File: src/design/alts_pkg.sv
// Shared constants for the adaptive light threshold switch.
`default_nettype none

package alts_pkg;

  localparam int ADC_BITS_DEF = 12;   // default sample width
  localparam int NUM_SAMPLES  = 8;    // samples per word
  localparam int SAMPLE_SHIFT = 3;    // log2 of NUM_SAMPLES
  localparam int TIME_W       = 32;   // timestamp width
  localparam int DELAY_W      = 16;   // debounce delay register width

  localparam logic [DELAY_W-1:0] DELAY_RESET = DELAY_W'(50);

  // Word widths, rounded up to whole bytes.
  function automatic int in_width(input int adc_bits);
    return ((NUM_SAMPLES * adc_bits + TIME_W + 7) / 8) * 8;
  endfunction

  function automatic int out_width(input int adc_bits);
    return ((3 * adc_bits + 4 + 7) / 8) * 8;
  endfunction

endpackage

`default_nettype wire

File: src/design/adaptive_light_threshold_switch.sv
// The result register takes the processed input word when empty or being read.
// Throughput: one word per cycle while out_tready is high; the only loop is the
// min/max, class and debounce register update in the single processing stage.
// A stalled result register holds the input register: it takes one more word,
// then in_tready drops until the output side takes the waiting result.
// Reset (rst_n low, synchronous): empties both stages, resets state, delay = 50.
`default_nettype none

module adaptive_light_threshold_switch
  import alts_pkg::*;
#(
  parameter int ADC_BITS = ADC_BITS_DEF
) (
  input  logic                             clk,
  input  logic                             rst_n,
  // in_tdata: sample_0 .. sample_7, now_ms, zero fill
  input  logic                             in_tvalid,
  output logic                             in_tready,
  input  logic [in_width(ADC_BITS)-1:0]    in_tdata,
  // in_tuser: button_level
  input  logic                             in_tuser,
  // out_tdata: average, low_seen, high_seen, is_bright, is_swapped,
  //            red_on, green_on, zero fill
  output logic                             out_tvalid,
  input  logic                             out_tready,
  output logic [out_width(ADC_BITS)-1:0]   out_tdata,
  input  logic                             cfg_valid,
  output logic                             cfg_ready,
  input  logic [DELAY_W-1:0]               cfg_data
);

  localparam int OUT_W = out_width(ADC_BITS);
  localparam int SMP_W = NUM_SAMPLES * ADC_BITS;

  logic               in_vld_r;
  logic [SMP_W-1:0]   smp_r;
  logic [TIME_W-1:0]  now_r;
  logic               btn_r;
  logic               out_vld_r;
  logic [OUT_W-1:0]   out_r;
  logic [DELAY_W-1:0] delay_r;

  logic                advance;
  logic                fire;
  logic [ADC_BITS-1:0] avg;
  logic [ADC_BITS-1:0] min_nxt;
  logic [ADC_BITS-1:0] max_nxt;
  logic                bright_nxt;
  logic                swap_nxt;
  logic                red;
  logic [OUT_W-1:0]    out_nxt;

  assign advance   = !out_vld_r || out_tready;
  assign fire      = in_vld_r && advance;
  assign in_tready = !in_vld_r || advance;
  assign cfg_ready = 1'b1;

  assign out_tvalid = out_vld_r;
  assign out_tdata  = out_r;

  always_ff @(posedge clk) begin
    if (!rst_n) begin
      delay_r <= DELAY_RESET;
    end else if (cfg_valid) begin
      delay_r <= cfg_data;
    end
  end

  // input register
  always_ff @(posedge clk) begin
    if (!rst_n) begin
      in_vld_r <= 1'b0;
    end else if (in_tready) begin
      in_vld_r <= in_tvalid;
    end
  end

  always_ff @(posedge clk) begin
    if (in_tvalid && in_tready) begin
      smp_r <= in_tdata[SMP_W-1:0];
      now_r <= in_tdata[SMP_W +: TIME_W];
      btn_r <= in_tuser;
    end
  end

  alts_debounce u_debounce (
    .clk      (clk),
    .rst_n    (rst_n),
    .en       (fire),
    .level    (btn_r),
    .now_ms   (now_r),
    .delay_ms (delay_r),
    .swap_nxt (swap_nxt)
  );

  alts_classify #(
    .ADC_BITS (ADC_BITS)
  ) u_classify (
    .clk        (clk),
    .rst_n      (rst_n),
    .en         (fire),
    .samples    (smp_r),
    .avg        (avg),
    .min_nxt    (min_nxt),
    .max_nxt    (max_nxt),
    .bright_nxt (bright_nxt)
  );

  assign red     = bright_nxt ^ swap_nxt;
  assign out_nxt = OUT_W'({!red, red, swap_nxt, bright_nxt, max_nxt, min_nxt, avg});

  // result register
  always_ff @(posedge clk) begin
    if (!rst_n) begin
      out_vld_r <= 1'b0;
    end else if (advance) begin
      out_vld_r <= in_vld_r;
    end
  end

  always_ff @(posedge clk) begin
    if (fire) begin
      out_r <= out_nxt;
    end
  end

endmodule

`default_nettype wire

File: src/design/alts_debounce.sv
// Button debouncer against the word timestamp, with the LED swap toggle.
`default_nettype none

module alts_debounce
  import alts_pkg::*;
(
  input  logic               clk,
  input  logic               rst_n,
  input  logic               en,
  input  logic               level,
  input  logic [TIME_W-1:0]  now_ms,
  input  logic [DELAY_W-1:0] delay_ms,
  output logic               swap_nxt
);

  logic              last_r;
  logic              stable_r;
  logic [TIME_W-1:0] chg_r;
  logic              swap_r;

  logic              last_nxt;
  logic              stable_nxt;
  logic [TIME_W-1:0] chg_nxt;
  logic [TIME_W-1:0] elapsed;
  logic              take;

  always_comb begin
    last_nxt   = level;
    chg_nxt    = (level != last_r) ? now_ms : chg_r;
    // unsigned difference, so a backwards timestamp reads as a long hold
    elapsed    = now_ms - chg_nxt;
    take       = (elapsed > TIME_W'(delay_ms)) && (level != stable_r);
    stable_nxt = take ? level : stable_r;
    // toggle on each newly accepted press
    swap_nxt   = swap_r ^ (take && !level);
  end

  always_ff @(posedge clk) begin
    if (!rst_n) begin
      last_r   <= 1'b1;
      stable_r <= 1'b1;
      chg_r    <= '0;
      swap_r   <= 1'b0;
    end else if (en) begin
      last_r   <= last_nxt;
      stable_r <= stable_nxt;
      chg_r    <= chg_nxt;
      swap_r   <= swap_nxt;
    end
  end

endmodule

`default_nettype wire

File: src/design/alts_classify.sv
// Sample averaging, min/max tracking and midpoint classification with hysteresis.
`default_nettype none

module alts_classify
  import alts_pkg::*;
#(
  parameter int ADC_BITS = ADC_BITS_DEF
) (
  input  logic                            clk,
  input  logic                            rst_n,
  input  logic                            en,
  input  logic [NUM_SAMPLES*ADC_BITS-1:0] samples,
  output logic [ADC_BITS-1:0]             avg,
  output logic [ADC_BITS-1:0]             min_nxt,
  output logic [ADC_BITS-1:0]             max_nxt,
  output logic                            bright_nxt
);

  localparam int SUM_W  = ADC_BITS + SAMPLE_SHIFT;
  // span/20 = (span/4)/5, the divide by 5 as a reciprocal multiply
  localparam int QX_W   = ADC_BITS - 2;
  localparam int RSH    = ADC_BITS + 2;
  localparam int RECIP  = (2 ** RSH + 4) / 5;
  localparam int PROD_W = QX_W + RSH;

  logic [ADC_BITS-1:0] min_r;
  logic [ADC_BITS-1:0] max_r;
  logic                seeded_r;
  logic                bright_r;

  logic [SUM_W-1:0]    sum;
  logic [ADC_BITS:0]   mid_sum;
  logic [ADC_BITS-1:0] mid;
  logic [ADC_BITS-1:0] span;
  logic [PROD_W-1:0]   prod;
  logic [QX_W-1:0]     quo;
  logic [QX_W-1:0]     band;
  logic [ADC_BITS:0]   lo_side;
  logic [ADC_BITS:0]   hi_side;

  always_comb begin
    sum = '0;
    for (int i = 0; i < NUM_SAMPLES; i++) begin
      sum = sum + SUM_W'(samples[i*ADC_BITS +: ADC_BITS]);
    end
    avg = sum[SUM_W-1:SAMPLE_SHIFT];

    // first word seeds both extremes
    if (!seeded_r) begin
      min_nxt = avg;
      max_nxt = avg;
    end else begin
      min_nxt = (avg < min_r) ? avg : min_r;
      max_nxt = (avg > max_r) ? avg : max_r;
    end

    mid_sum = (ADC_BITS+1)'(min_nxt) + (ADC_BITS+1)'(max_nxt);
    mid     = mid_sum[ADC_BITS:1];
    span    = max_nxt - min_nxt;
    prod    = PROD_W'(span[ADC_BITS-1:2]) * PROD_W'(RECIP);
    quo     = prod[PROD_W-1:RSH];
    band    = (quo == '0) ? QX_W'(1) : quo;

    // avg < mid - band and avg > mid + band, kept unsigned
    lo_side = (ADC_BITS+1)'(avg) + (ADC_BITS+1)'(band);
    hi_side = (ADC_BITS+1)'(mid) + (ADC_BITS+1)'(band);
    if (lo_side < (ADC_BITS+1)'(mid)) begin
      bright_nxt = 1'b1;
    end else if ((ADC_BITS+1)'(avg) > hi_side) begin
      bright_nxt = 1'b0;
    end else begin
      bright_nxt = bright_r;
    end
  end

  always_ff @(posedge clk) begin
    if (!rst_n) begin
      min_r    <= '0;
      max_r    <= '0;
      seeded_r <= 1'b0;
      bright_r <= 1'b1;
    end else if (en) begin
      min_r    <= min_nxt;
      max_r    <= max_nxt;
      seeded_r <= 1'b1;
      bright_r <= bright_nxt;
    end
  end

endmodule

`default_nettype wire

File: config.mk
export PLATFORM = sky130hd
export DESIGN_NAME = adaptive_light_threshold_switch
export DESIGN_NICKNAME = d
export VERILOG_FILES = /design/src/design/alts_pkg.sv /design/src/design/adaptive_light_threshold_switch.sv /design/src/design/alts_debounce.sv /design/src/design/alts_classify.sv
export SDC_FILE = /design/constraint.sdc
export NUM_CORES = 1
export LEC_CHECK = 0
export BUFFER_PORTS_ARGS = -buffer_cell sky130_fd_sc_hd__buf_2
export CAP_MARGIN = 20
export CORE_MARGIN = 2
export CORE_UTILIZATION = 50
export CTS_BUF_LIST = sky130_fd_sc_hd__clkbuf_16
export DETAILED_ROUTE_END_ITERATION = 6
export PLACE_DENSITY = 0.69
export SYNTH_ARGS = -nofsm -noshare
export SYNTH_HDL_FRONTEND = slang
export SYNTH_SLANG_ARGS = --single-unit
File: constraint.sdc
create_clock -name clk -period 29.2 [get_ports clk]
set_clock_uncertainty 0.2 [all_clocks]
set_input_delay 5.84 -clock clk [delete_from_list [all_inputs] [get_ports clk]]
set_output_delay 5.84 -clock clk [all_outputs]
set_load 0.005 [all_outputs]
Word level (Yosys, flattened, before mapping):

Cells that the tools add are included.

* flip-flop bits (word level): 248
* bits in latches: 0
* RAM bits: 0
* ROM bits: 0
* input port bits: 150
* output and inout port bits: 43
* logic and storage cells: 57
* memories kept: 0

* $add $sub $neg: 12
* multiply operators: 1
* div/mod/pow operators: 0
* $lt $le $gt $ge: 5
* equality and inequality tests: 2
* shift-type cells: 0
* muxes and demuxes: 8
* bitwise gates (word level): 2
* reduce and logical (&&, ||, !) cells: 12

Operator list (number)
* 15-bit by 12-bit adder with 15-bit output: 6
* 12-bit 2-to-1 mux: 4
* 32-bit by 16-bit greater-than comparator with 1-bit output: 1
* 32-bit 2-to-1 mux: 1
* 32-bit subtractor: 1
* 12-bit by 10-bit adder with 13-bit output: 2
* 12-bit by 12-bit adder with 13-bit output: 2
* 10-bit by 12-bit multiplier with 22-bit output, second input constant: 1
* 12-bit by 13-bit greater-than comparator with 1-bit output: 1
* 13-bit by 12-bit less-than comparator with 1-bit output: 1
* 12-bit greater-than comparator: 1
* 12-bit less-than comparator: 1
* 12-bit subtractor: 1
* 8-bit zero test: 1
* 8-bit 2-to-1 mux: 1
* 1-bit logical AND: 4
* 1-bit zero test: 4
* 1-bit logical OR: 2
* 1-bit 2-to-1 mux: 2
* 1-bit inequality test: 2
* 2-bit AND reduction: 1
* 1-bit bitwise XOR: 2

Logic depth before layout (Yosys ltp):

* word-level depth: 20
* mapped depth: 90
* gate-level depth less buffers: 87

Hierarchy:

A second synthesis with hierarchy kept.

* cells, all modules: 1948
* area total of the unflattened synthesis: 19284.7 sq um

Modules (own cells, without submodules)
* alts_classify: instances 1, cells each 1109, area each 9098.7 sq um, sequential area each 520.5 sq um
* adaptive_light_threshold_switch: instances 1, cells each 233, area each 5791.8 sq um, sequential area each 5435.2 sq um
* alts_debounce: instances 1, cells each 606, area each 4394.2 sq um, sequential area each 700.7 sq um

Worst setup path after synthesis:

No wires, ideal clock.

* path kind: register -> register
* from: register smp_r[1]
* to: register out_r[38], in the netlist out_tdata[38], data pin
* setup time: 0.270 ns
* arrival: 17.831 ns
* required time: 28.730 ns
* path slack: 10.899 ns
* stages on the path, launching flop included: 85
* path buffers: 4
* clock period less this slack: 18.301 ns
* cells stage by stage: edfxtp_1 ha_1 a21o_1 a21oi_1 o21ai_0 a21oi_1 o21bai_1 a21oi_1 xnor2_1 fa_1 inv_1 fa_1 fa_1 fa_1 inv_1 ha_1 and2_1 a311oi_1 [49 not listed] a211oi_1 a221oi_2 a2111oi_2 o32ai_2 o21ai_0 xnor2_1 ha_1 o21a_1 o21a_1 o21a_1 o21a_1 o21ai_0 o2bb2ai_1 o21ai_0 o21bai_1 a31oi_2 a211o_4 xor2_1

* cells in the longest elaborated chain, start to end: 19
* elaborated cells on any way between the ends: 25
* those cells by class: add/sub: 11; mul: 1; order compare: 4; mux: 7; bitwise: 1; reduce/logical: 1

Ends and longest elaborated chain
* start, declared: RTL line adaptive_light_threshold_switch.sv:36 `logic [SMP_W-1:0] smp_r;`
* start signal, assigned: RTL line adaptive_light_threshold_switch.sv:80 `smp_r <= in_tdata[SMP_W-1:0];`
* 12-bit by 12-bit adder with 13-bit output (*): RTL line alts_classify.sv:44 `sum = sum + SUM_W'(samples[i*ADC_BITS +: ADC_BITS]);`
* 15-bit by 12-bit adder with 15-bit output (*) (6 in series): RTL line alts_classify.sv:44
* net avg[10]: RTL line adaptive_light_threshold_switch.sv:45 `logic [ADC_BITS-1:0] avg;`
* 12-bit less-than comparator (*): RTL line alts_classify.sv:53 `min_nxt = (avg < min_r) ? avg : min_r;`
* 12-bit 2-to-1 mux (*): RTL line alts_classify.sv:53
* 12-bit 2-to-1 mux (*): RTL line alts_classify.sv:49 `if (!seeded_r) begin`
* net min_nxt[3]: RTL line adaptive_light_threshold_switch.sv:46 `logic [ADC_BITS-1:0] min_nxt;`
* 12-bit subtractor: RTL line alts_classify.sv:59 `span = max_nxt - min_nxt;`
* [2 not listed]
* 8-bit 2-to-1 mux: RTL line alts_classify.sv:62 `band = (quo == '0) ? QX_W'(1) : quo;`
* 12-bit by 10-bit adder with 13-bit output: RTL line alts_classify.sv:66 `hi_side = (ADC_BITS+1)'(mid) + (ADC_BITS+1)'(band);`
* 12-bit by 13-bit greater-than comparator with 1-bit output: RTL line alts_classify.sv:69 `end else if ((ADC_BITS+1)'(avg) > hi_side) begin`
* 1-bit 2-to-1 mux: RTL line alts_classify.sv:69
* 1-bit 2-to-1 mux (*): RTL line alts_classify.sv:67 `if (lo_side < (ADC_BITS+1)'(mid)) begin`
* net bright_nxt: RTL line adaptive_light_threshold_switch.sv:48 `logic bright_nxt;`
* 1-bit bitwise XOR (*): RTL line adaptive_light_threshold_switch.sv:109 `assign red = bright_nxt ^ swap_nxt;`
* net out_nxt[38]: RTL line adaptive_light_threshold_switch.sv:51 `logic [OUT_W-1:0] out_nxt;`
* end signal, assigned: RTL line adaptive_light_threshold_switch.sv:123 `out_r <= out_nxt;`
* end, declared: RTL line adaptive_light_threshold_switch.sv:40 `logic [OUT_W-1:0] out_r;`

Mark *: on every way through the listed nets, which the timed path passes. The rest lies on a longest branch.
A chain may end at the register's enable or synchronous reset.

Worst setup path in the final report:

* from: register smp_r[1]
* to: register out_r[38], in the netlist out_tdata[38], data pin

* cells in the longest elaborated chain, start to end: 19
* elaborated cells on any way between the ends: 25
* those cells by class: add/sub: 11; mul: 1; order compare: 4; mux: 7; bitwise: 1; reduce/logical: 1

Ends and longest elaborated chain
* 12-bit by 12-bit adder with 13-bit output (*): RTL line alts_classify.sv:44
* 15-bit by 12-bit adder with 15-bit output (*) (6 in series): RTL line alts_classify.sv:44
* net avg[10]: RTL line adaptive_light_threshold_switch.sv:45
* 12-bit greater-than comparator (*): RTL line alts_classify.sv:54 `max_nxt = (avg > max_r) ? avg : max_r;`
* 12-bit 2-to-1 mux (*): RTL line alts_classify.sv:54
* 12-bit 2-to-1 mux (*): RTL line alts_classify.sv:49
* net max_nxt[4]: RTL line adaptive_light_threshold_switch.sv:47 `logic [ADC_BITS-1:0] max_nxt;`
* 12-bit subtractor: RTL line alts_classify.sv:59
* [2 not listed]
* 8-bit 2-to-1 mux: RTL line alts_classify.sv:62
* 12-bit by 10-bit adder with 13-bit output: RTL line alts_classify.sv:66
* 12-bit by 13-bit greater-than comparator with 1-bit output: RTL line alts_classify.sv:69
* 1-bit 2-to-1 mux: RTL line alts_classify.sv:69
* 1-bit 2-to-1 mux (*): RTL line alts_classify.sv:67
* net bright_nxt: RTL line adaptive_light_threshold_switch.sv:48
* 1-bit bitwise XOR (*): RTL line adaptive_light_threshold_switch.sv:109
* net out_nxt[38]: RTL line adaptive_light_threshold_switch.sv:51

Marked as above.

==> flow_summary.toml <==
[floorplan]
chipWidth_um = 196.7
die_height_um = 196.7
design.portCount = 193
design.die.area_mm2 = 0.03869
initial_core_util = 0.5072
core_mm2 = 0.03661
row_count = 70

[drt]
route.detailed.drc = 0
drt.antenna.violating_nets = 0
wl_per_cell_um = 16.89
first_pass_iters = 5
routed-via-count = 13730
first_iter_violations = 771
routed_wirelength_um = 42300
vias_per_cell = 5.482

[global_route]
largest_net_degree_at_the_start_of_global_routing = 68
grt.overflow.total = 0
first_global_vias = 13660
global_route.usage.total = 0.2200
grt_antenna_before_repair = 0
grt_first_pass_wirelength_um = 68500

[cts]
clk_pin_slew_worst_paths_ps = 60
clkSinkCount = 248
clock_path_buffers = 3
htree_num_levels = 1
clk_latency_ps = 550
ctsResizeCount = 0
number_of_buffers_created_by_cts = 27
cts_hold_repair.buffers = 0
tritoncts_clock_tree = "yes"
clk_root_buffer_cell = "sky130_fd_sc_hd__clkbuf_16"
post_cts.repair.setup_buffers = 0

[sta]
crit_share_post_route = 0.6991
setup_tns_ps = 0
setup_viol_count_final = 0
tightestPinTransition_ps = 1069
finalMaxSlewViolations = 0
period_minus_slack_ps = 20410
final-hold-violation-count = 0
achievable-frequency_mhz = 48.99
whs_ps = 254.0
worst_case_headroom_to_the_max_slew_limit = 0.2795
setup_repair_after_global_routing_missed_its_margin = "false"

[cells_and_area]
antenna-diode-count = 0
fillers = 3212
areaGrowthSynthToFinish_pct = 12.66
post-route-util = 0.5714
drive_gt1_frac = 0.1438
fin_nets = 2465

[yosys]
yosysUniqueCellTypes = 104
netlist.area_leader.share = 0.2733
syn_area_per_cell_um2 = 10.17
synthesis.yosys.warnings = 0
synth_edf_count = 169
synth.top_cells.by_area = "sky130_fd_sc_hd__edfxtp_1 (27%), sky130_fd_sc_hd__ha_1 (14%), sky130_fd_sc_hd__fa_1 (9.2%)"
ys_seq_elements = 248
synth_fp_nets = 2273
yosys_most_used_dff = "sky130_fd_sc_hd__edfxtp_1"
yosysSeqAreaShare = 0.3585
synth_area_mm2 = 0.01857
netlist.top_cell.by_area = "sky130_fd_sc_hd__edfxtp_1"
netlist_instances = 1825
async_reset_ff_frac = 0

[min_path]
hold_path.startpoint = "u_debounce.chg_r[30]"
min-delay-path-class = "reg2reg"

[setup_path]
cp.required_ps = 29280
end_kind = "flip-flop"
timing.critical_path.slowest_cell_delay_ps = 590
setup.worst_path.start = "smp_r[1]"
reg2reg_from = "smp_r[1]"
worstPathArrival_ps = 20490
startpoint_type = "flip-flop"
crit_slowest_cell = "sky130_fd_sc_hd__xnor2_1"
crit_path_category = "reg2reg"
path_max_fanout = 22

[status]
run_status = "finished clean"

[placed_design]
place_hpwl_um = 33630
gp_congestion = 0.8668
port-buffer-count = 191

[job]
max_cap_viol_count = 0
## flip-flops by register name, summed over array words and instances (netlist names), 12 cells and up
| name | flops |
|---|---|
| u_classify.max_r | 12 |
| u_classify.min_r | 12 |
| delay_r | 16 |
| out_tdata | 40 |
| now_r | 32 |
| smp_r | 96 |
| u_debounce.chg_r | 32 |
## cell usage after synthesis (all sizes together), types with 3 or more instances
master and n:
o21ai 57, o32ai 3, a221oi 4, nor2 148, mux2i 59, o211ai 13, o21bai 27, nor4b 3
a21boi 6, inv 254, a211oi 59, o31ai 5, nand4 19, nor3 25, nand3 26, a211o 3
a31oi 13, nor4 4, clkbuf 34, or2 4, buf 9, and2 9, a21o 42, nand2 108
a311oi 5, ha 213, edfxtp 169, xnor2 66, o31a 5, nor3b 7, o22ai 7, dfxtp 79
or3 5, o311ai 3, o21a 23, and3 7, mux2 4, o221ai 3, a2111oi 6, nor2b 14
a21oi 106, fa 85, nand2b 18, xor2 29
## cells in the final DEF (no fill, tap or decap), types with 4 or more instances in the layout
cell,count
sky130_fd_sc_hd__inv_1,254
sky130_fd_sc_hd__ha_1,213
sky130_fd_sc_hd__buf_2,191
sky130_fd_sc_hd__edfxtp_1,169
sky130_fd_sc_hd__nor2_1,148
sky130_fd_sc_hd__nand2_1,107
sky130_fd_sc_hd__a21oi_1,104
sky130_fd_sc_hd__fa_1,85
sky130_fd_sc_hd__dfxtp_1,79
sky130_fd_sc_hd__xnor2_1,63
sky130_fd_sc_hd__mux2i_1,59
sky130_fd_sc_hd__a211oi_1,57
sky130_fd_sc_hd__o21ai_0,54
sky130_fd_sc_hd__a21o_1,41
sky130_fd_sc_hd__xor2_1,28
sky130_fd_sc_hd__clkbuf_16,28
sky130_fd_sc_hd__o21bai_1,27
sky130_fd_sc_hd__nand3_1,26
sky130_fd_sc_hd__nor3_1,25
sky130_fd_sc_hd__o21a_1,23
sky130_fd_sc_hd__nand4_1,19
sky130_fd_sc_hd__nand2b_1,17
sky130_fd_sc_hd__buf_4,15
sky130_fd_sc_hd__nor2b_1,14
sky130_fd_sc_hd__o211ai_1,12
sky130_fd_sc_hd__a31oi_1,9
sky130_fd_sc_hd__clkinv_1,8
sky130_fd_sc_hd__and2_1,7
sky130_fd_sc_hd__and3_1,7
sky130_fd_sc_hd__o22ai_1,6
sky130_fd_sc_hd__inv_2,5
sky130_fd_sc_hd__nor3b_1,5
sky130_fd_sc_hd__or3_1,5
sky130_fd_sc_hd__o31a_1,5
sky130_fd_sc_hd__clkinv_2,5
sky130_fd_sc_hd__a2111oi_0,4
sky130_fd_sc_hd__o31ai_1,4
## layer usage
layer / track usage / wire [um]
met1: 0.2919 / 18710
met2: 0.3784 / 20600
met4: 0.06906 / 1271
met5: 0 / 0
met3: 0.02550 / 1716
## cell type report
type	count	area, um^2	share of cell area
Clock buffer	28	700.7	0.03350
Tap cell	468	585.6	0.02799
Inverter	255	959.7	0.04588
Clock inverter	21	141.4	0.006759
Timing Repair Buffer	206	1069	0.05108
Sequential cell	248	6656	0.3182
Multi-Input combinational cell	1279	10810	0.5166
## per-stage QoR
stage	instance area [um^2]	setup WS (ps)	instances
floorplan	18570	10900	1825
global placement	20080	9520	2456
detailed placement	20080	8862	2456
CTS	20920	8782	2505
global route	20920	7234	2505
finish	20920	8787	2505
## worst paths after layout
kind,slack [ps],end,cells past startpoint
max,8790,out_tdata[38],80
min,250,u_debounce.chg_r[30],2
max reg2reg,8790,out_tdata[38],80
min reg2reg,250,u_debounce.chg_r[30],2
## critical path: cells and delay by family (launching register included)
| family | cells | cell delay [ps] |
|---|---|---|
| and+or+nand+nor | 8 | 1470 |
| DFF | 1 | 400 |
| AOI/OAI and AO/OA | 42 | 9320 |
| xor gates and xnor gates | 6 | 1470 |
| buffers and inverters | 8 | 750 |
| adders and majority gates | 16 | 6530 |
## cell families (layout without fill, tap and decap cells)
| kind of cell | after synthesis | after routing | synth area share |
|---|---|---|---|
| AO/OA/AOI/OAI | 413 | 413 | 0.1606 |
| AND/OR/NAND/NOR | 407 | 407 | 0.1028 |
| adder cells (fa/ha/maj) | 299 | 299 | 0.2357 |
| buffers and inverters | 298 | 510 | 0.06071 |
| flip-flops | 248 | 248 | 0.3585 |
| XOR/XNOR | 96 | 96 | 0.04724 |
| multiplexers | 63 | 63 | 0.03423 |
| other | 1 | 1 | 0.0002020 |
Power is left out: the tool's default activity adds up to more than one toggle a clock period on the data nets, which glitch-free logic cannot reach.
